`src/amm3_pkg.sv`:
```
`timescale 1ns / 1ps
// ----------------------------------------------------------------------------
// amm3_pkg
// Shared types, constants and helpers of the adaptive 3x3 mean/median filter.
// ----------------------------------------------------------------------------
package amm3_pkg;

  localparam int unsigned PixW    = 8;
  localparam int unsigned ThrW    = 10;
  localparam int unsigned SumW    = 12;   // nine pixels, up to 2295
  localparam int unsigned Sum3W   = 10;   // three pixels, up to 765
  localparam int unsigned RecipW  = 13;
  localparam int unsigned ProdW   = SumW + RecipW;
  localparam int unsigned RecipSh = 16;

  // floor(x * 7282 / 2^16) equals floor(x / 9) for every x below 2^12
  localparam logic [RecipW-1:0] Recip9 = 13'd7282;
  localparam logic [ThrW-1:0]   DefaultLimit = 10'd30;

  typedef logic [PixW-1:0] pix_t;
  // window order, lowest index first: tl, tm, tr, ml, c, mr, bl, bm, br
  typedef pix_t [8:0] win_t;

  typedef enum logic [1:0] {
    PATH_BORDER = 2'd0,
    PATH_MEAN   = 2'd1,
    PATH_MEDIAN = 2'd2
  } path_e;

  typedef struct packed {
    logic use_mean;
    pix_t mean;
  } mean_dec_t;

  function automatic pix_t min2(input pix_t a, input pix_t b);
    return (a < b) ? a : b;
  endfunction

  function automatic pix_t max2(input pix_t a, input pix_t b);
    return (a > b) ? a : b;
  endfunction

  function automatic pix_t med3(input pix_t a, input pix_t b, input pix_t c);
    return max2(min2(a, b), min2(max2(a, b), c));
  endfunction

  function automatic logic [Sum3W-1:0] absdiff(input logic [Sum3W-1:0] a,
                                               input logic [Sum3W-1:0] b);
    return (a > b) ? (a - b) : (b - a);
  endfunction

endpackage

```
`src/amm3_mean_contrast.sv`:
```
`timescale 1ns / 1ps
// ----------------------------------------------------------------------------
// amm3_mean_contrast
// Directional contrasts against the threshold, and the window mean.
// ----------------------------------------------------------------------------
module amm3_mean_contrast
  import amm3_pkg::*;
(
  input  win_t            win_i,
  input  logic [ThrW-1:0] threshold_i,
  output mean_dec_t       dec_o
);

  logic [Sum3W-1:0] s_left, s_right, s_ul, s_lr, s_top, s_bot, s_ur, s_ll;
  logic [Sum3W-1:0] c_lr, c_diag0, c_tb, c_diag1, c_max01, c_max23, c_max;
  logic [ThrW-1:0]  limit;
  logic [SumW-1:0]  sum9;
  logic [ProdW-1:0] prod;

  function automatic logic [Sum3W-1:0] sum3(input pix_t a, input pix_t b, input pix_t c);
    return Sum3W'(a) + Sum3W'(b) + Sum3W'(c);
  endfunction

  always_comb begin
    s_left  = sum3(win_i[0], win_i[3], win_i[6]);
    s_right = sum3(win_i[2], win_i[5], win_i[8]);
    s_ul    = sum3(win_i[0], win_i[1], win_i[3]);
    s_lr    = sum3(win_i[5], win_i[7], win_i[8]);
    s_top   = sum3(win_i[0], win_i[1], win_i[2]);
    s_bot   = sum3(win_i[6], win_i[7], win_i[8]);
    s_ur    = sum3(win_i[1], win_i[2], win_i[5]);
    s_ll    = sum3(win_i[3], win_i[6], win_i[7]);

    c_lr    = absdiff(s_left, s_right);
    c_diag0 = absdiff(s_ul, s_lr);
    c_tb    = absdiff(s_top, s_bot);
    c_diag1 = absdiff(s_ur, s_ll);
    c_max01 = (c_lr > c_diag0) ? c_lr : c_diag0;
    c_max23 = (c_tb > c_diag1) ? c_tb : c_diag1;
    c_max   = (c_max01 > c_max23) ? c_max01 : c_max23;

    limit   = (threshold_i == '0) ? DefaultLimit : threshold_i;

    // both widths are 10 bits, so the compare needs no extension
    dec_o.use_mean = (ThrW'(c_max) < limit);

    sum9 = SumW'(s_left) + SumW'(s_right) + SumW'(win_i[1]) + SumW'(win_i[4])
         + SumW'(win_i[7]);
    // divide by nine through the reciprocal
    prod = ProdW'(sum9) * ProdW'(Recip9);
    dec_o.mean = prod[RecipSh +: PixW];
  end

endmodule

```
`src/amm3_median.sv`:
```
`timescale 1ns / 1ps
// ----------------------------------------------------------------------------
// amm3_median
// Median of nine pixels: sort each row, then take the median of the largest row
// minimum, the median of the row medians and the smallest row maximum.
module amm3_median
  import amm3_pkg::*;
(
  input  win_t win_i,
  output pix_t median_o
);

  pix_t row_lo [3];
  pix_t row_md [3];
  pix_t row_hi [3];
  pix_t lo_max, md_med, hi_min;

  always_comb begin
    for (int r = 0; r < 3; r++) begin
      row_lo[r] = min2(min2(win_i[3*r], win_i[3*r+1]), win_i[3*r+2]);
      row_hi[r] = max2(max2(win_i[3*r], win_i[3*r+1]), win_i[3*r+2]);
      row_md[r] = med3(win_i[3*r], win_i[3*r+1], win_i[3*r+2]);
    end
    lo_max   = max2(max2(row_lo[0], row_lo[1]), row_lo[2]);
    hi_min   = min2(min2(row_hi[0], row_hi[1]), row_hi[2]);
    md_med   = med3(row_md[0], row_md[1], row_md[2]);
    median_o = med3(lo_max, md_med, hi_min);
  end

endmodule

```
`src/adaptive_mean_median_3x3_top.sv`:
```
`timescale 1ns / 1ps
// ----------------------------------------------------------------------------
// adaptive_mean_median_3x3_top
// Adaptive 3x3 filter: window mean on flat areas, median where contrast is high,
// centre passed through on the image border.
// ----------------------------------------------------------------------------
//  channel  | direction | transaction                  | payload
//  s_axis   | in        | tvalid & tready              | tdata 72b window, tuser border
//  m_axis   | out       | tvalid & tready              | tdata pixel, tuser path
//  cfg      | in        | cfg_valid_i (ready always 1) | cfg_data_i threshold
//
//  one window per cycle sustained while m_axis is ready; input register and
//  result register, with the median network and mean multiply between them
//  reset clears both valid flags and sets the threshold to 30
//  a stall on m_axis holds the result; the input register still takes a
//  window while the result register is free or being emptied
// ----------------------------------------------------------------------------
module adaptive_mean_median_3x3_top
  import amm3_pkg::*;
(
  input  logic            clk_i,
  input  logic            rst_ni,
  input  logic            s_axis_tvalid,
  output logic            s_axis_tready,
  // top_left, top_mid, top_right, mid_left, center, mid_right,
  // bot_left, bot_mid, bot_right (8 bits each, lowest first)
  input  logic [71:0]     s_axis_tdata,
  // on_border
  input  logic            s_axis_tuser,
  output logic            m_axis_tvalid,
  input  logic            m_axis_tready,
  // pixel_out
  output logic [7:0]      m_axis_tdata,
  // path
  output logic [1:0]      m_axis_tuser,
  input  logic            cfg_valid_i,
  output logic            cfg_ready_o,
  input  logic [ThrW-1:0] cfg_data_i
);

  logic            in_valid_q;
  win_t            win_q;
  logic            border_q;
  logic            out_valid_q;
  pix_t            pix_q;
  path_e           path_q;
  logic [ThrW-1:0] threshold_q;

  logic      out_en, in_en;
  mean_dec_t dec;
  pix_t      median;
  pix_t      pix_d;
  path_e     path_d;

  assign out_en        = !out_valid_q || m_axis_tready;
  assign s_axis_tready = !in_valid_q || out_en;
  assign in_en         = s_axis_tvalid && s_axis_tready;
  assign cfg_ready_o   = 1'b1;

  always_ff @(posedge clk_i or negedge rst_ni) begin
    if (!rst_ni) begin
      threshold_q <= DefaultLimit;
    end else if (cfg_valid_i) begin
      threshold_q <= cfg_data_i;
    end
  end

  always_ff @(posedge clk_i or negedge rst_ni) begin
    if (!rst_ni) begin
      in_valid_q <= 1'b0;
    end else if (s_axis_tready) begin
      in_valid_q <= s_axis_tvalid;
    end
  end

  always_ff @(posedge clk_i) begin
    if (in_en) begin
      win_q    <= s_axis_tdata;
      border_q <= s_axis_tuser;
    end
  end

  amm3_mean_contrast u_mean_contrast (
    .win_i       (win_q),
    .threshold_i (threshold_q),
    .dec_o       (dec)
  );

  amm3_median u_median (
    .win_i    (win_q),
    .median_o (median)
  );

  always_comb begin
    priority if (border_q) begin
      pix_d  = win_q[4];
      path_d = PATH_BORDER;
    end else if (dec.use_mean) begin
      pix_d  = dec.mean;
      path_d = PATH_MEAN;
    end else begin
      pix_d  = median;
      path_d = PATH_MEDIAN;
    end
  end

  always_ff @(posedge clk_i or negedge rst_ni) begin
    if (!rst_ni) begin
      out_valid_q <= 1'b0;
    end else if (out_en) begin
      out_valid_q <= in_valid_q;
    end
  end

  always_ff @(posedge clk_i) begin
    if (out_en && in_valid_q) begin
      pix_q  <= pix_d;
      path_q <= path_d;
    end
  end

  assign m_axis_tvalid = out_valid_q;
  assign m_axis_tdata  = pix_q;
  assign m_axis_tuser  = path_q;

endmodule

```
`config.mk`:
```
export PLATFORM = sky130hd
export DESIGN_NAME = adaptive_mean_median_3x3_top
export DESIGN_NICKNAME = d
export VERILOG_FILES = /design/src/amm3_pkg.sv /design/src/amm3_mean_contrast.sv /design/src/amm3_median.sv /design/src/adaptive_mean_median_3x3_top.sv
export SDC_FILE = /design/constraint.sdc
export NUM_CORES = 1
export LEC_CHECK = 0
export BUFFER_PORTS_ARGS = -buffer_cell sky130_fd_sc_hd__clkbuf_2
export CAP_MARGIN = 0
export CORE_MARGIN = 3
export CORE_UTILIZATION = 40
export CTS_CLUSTER_SIZE = 8
export DETAILED_ROUTE_END_ITERATION = 16
export SETUP_SLACK_MARGIN = 0.2
export SYNTH_ARGS = -nofsm -noshare
export SYNTH_HDL_FRONTEND = slang
export SYNTH_SLANG_ARGS = --single-unit
```
`constraint.sdc`:
```
create_clock -name clk_i -period 45.3 [get_ports clk_i]
set_input_delay 4.53 -clock clk_i [delete_from_list [all_inputs] [get_ports clk_i]]
set_output_delay 4.53 -clock clk_i [all_outputs]
set_load 0.01 [all_outputs]
```
==> run metrics <==
initial core utilization 40.8%; area occupied by multi-input gates 0.0176 sq mm; DRC Markers 0; post-synth cell types 83; via count about 20000; row cnt 85; Clk Latency, worst-skew pair ~0.4 ns; final period utilization 42.7%; pins over their slew limit 0; Die W between 200 and 250 um; Die ar. a little under 0.06 sq mm; post-CTS setup repair buffer count 0; Largest delay share family, worst path compound AO/OA/AOI/OAI gates; RSZ-0062 raised after global routing no; WP data required roughly 45 ns; drt total wl about 70 mm; io pins 101; endpoints failing setup 0; post-CTS sizing 0; cell area after layout around 0.024 sq mm; Core Area between 0.05 and 0.06 sq mm; post-synthesis sequential area ratio about an eighth; ys flop type edfxtp_1; Initial DRC Count 1317; cells after synthesis about 2700; area post-placement between 0.02 and 0.025 sq mm; largest stage delay on the critical path 0.75 ns; Sink Count between 90 and 100; Bufs and invs on worst path 4; Final Critical Period between 15 and 20 ns; CP max FO 18; Synth top cells by count 483 x ha_1, 397 x inv_1, 273 x a21oi_1; Via density approximately 5.7; CTS buffer count 9; post-route insts no fill 3455; first-pass GRT wire length about 110 mm; DRT antenna net count 0; CTS H-Tree Depth 3; Max Clock Freq a little over 50 MHz; sequential standard cell area 0.00280 sq mm; root buf cell clkbuf_16; gr ovfl total 0; Async SR Flop Fraction about an eighth; worst min-delay path category reg2reg; largest net degree at the start of global routing 62; HPWL after detailed placement approximately 61 mm; routability cong. about 0.95; port bufs 99; n_diodes 0; critical path launch point type flop; Clock Tree Buf Depth 2; outcome completed; initial antenna violation count 0; Yosys top cell area share approximately 27%; Final Net Count approximately 3400; Cells after DPL roughly 3400; vias in the first global route approximately 19000; crit path max-delay cell type o22ai_1; Synth area leaders ha_1 27%, edfxtp_1 11%, inv_1 6.7%; filler instances roughly 5400; Clock Skews 0.0196 ns; most common cell in the synthesized netlist ha_1; cell repeated most along the worst path ha_1; setup TNS 0 ns; Crit Path Class reg2reg; WL per Instance 20.6 um; syn_nets approximately 3300; Max Cap Viol 0; Worst Path Arrival about 20 ns; worst-margin pin slew between 1 and 1.5 ns; die height 241 um; Hold-fix buffers, CTS 0; layout cells sized above 1 roughly 7.4%; DRT Pass-1 Iters 6; Area Overhead vs Synth 7.04%; final hold vios 0; Ys Warns 0; max-slew headroom at the worst pin around 22%; Post-Syn Area ~0.022 sq mm; #FFs+latches synth 95; Critical Path End Type flop; Hold Slack approximately 0.49 ns; CTS clock-pin slew for the worst setup and hold paths around 0.09 ns; EDFF count, synth 83; CTS tree built; All-Layer GR Usage between 20% and 30%; Mean Syn Cell Area 8.26 sq um; largest area contributor in the netlist ha_1
## layout make-up
class / count / share of cell area (%)
well taps: 696 / 3.68
flip-flops and latches: 95 / 11.8
clock buffers: 9 / 0.951
repair buffers: 108 / 2.38
clock inverters: 7 / 0.338
multi-input cells: 2143 / 74.5
inverters: 397 / 6.29
## per-stage QoR
stage          utilization, %  worst slack (ns)
2_1_floorplan               -             28.74
3_3_place_gp             43.1             27.04
3_5_place_dp             43.1             26.29
4_1_cts                  43.6             26.22
5_1_grt                  43.6             24.39
6_report                 43.6             25.95
## cell usage in the layout (no fill, tap or decap), types with 91 or more instances in the layout
| cell | count |
|---|---|
| o21ai_0 | 115 |
| xnor2_1 | 103 |
| clkbuf_2 | 99 |
| mux2i_1 | 91 |
| inv_1 | 397 |
| nor2_1 | 206 |
| a21o_1 | 111 |
| nand2_1 | 115 |
| a21oi_1 | 273 |
| ha_1 | 483 |
## final timing paths
check                                  startpoint                         end  slack, ns  cells past startpoint
setup / recovery              win_q[25]$_DFFE_PP_   m_axis_tdata[6]$_DFFE_PP_      25.95                     72
hold / removal             in_valid_q$_DFFE_PN0N_   m_axis_tvalid$_DFFE_PN0P_       0.49                      1
setup reg to reg              win_q[25]$_DFFE_PP_   m_axis_tdata[6]$_DFFE_PP_      25.95                     72
hold reg to reg            in_valid_q$_DFFE_PN0N_   m_axis_tvalid$_DFFE_PN0P_       0.49                      1
max in group asynchronous                  rst_ni  threshold_q[2]$_DFFE_PN1P_      40.90                      1
min in group asynchronous                  rst_ni  threshold_q[7]$_DFFE_PN0P_       4.06                      1
## sequential cells by signal (all words and copies together) (netlist names)
register	flops
in_valid_q	1
m_axis_tvalid	1
m_axis_tuser	2
threshold_q	10
m_axis_tdata	8
border_q	1
win_q	72
## cell families (layout without fill, tap and decap cells)
group | count (synthesis) | after routing | synth area share [%]
buf+inv | 440 | 521 | 7.57
mux | 148 | 148 | 7.04
xor+xnor | 151 | 151 | 5.98
other cells | 1 | 1 | 0.0170
fa+ha+maj | 554 | 554 | 33.7
compound gates | 755 | 755 | 21.7
simple gates | 534 | 534 | 11.4
flops | 95 | 95 | 12.6
## per-layer routing
metal  wire length, um  global-route usage (%)
met1             32600                    32.9
met2             32700                    41.0
met3              3490                    2.62
met4              2420                    8.47
met5                 0                       0
Power is left out: the tool's default activity adds up to more than one toggle a clock period on the data nets, which glitch-free logic cannot reach.
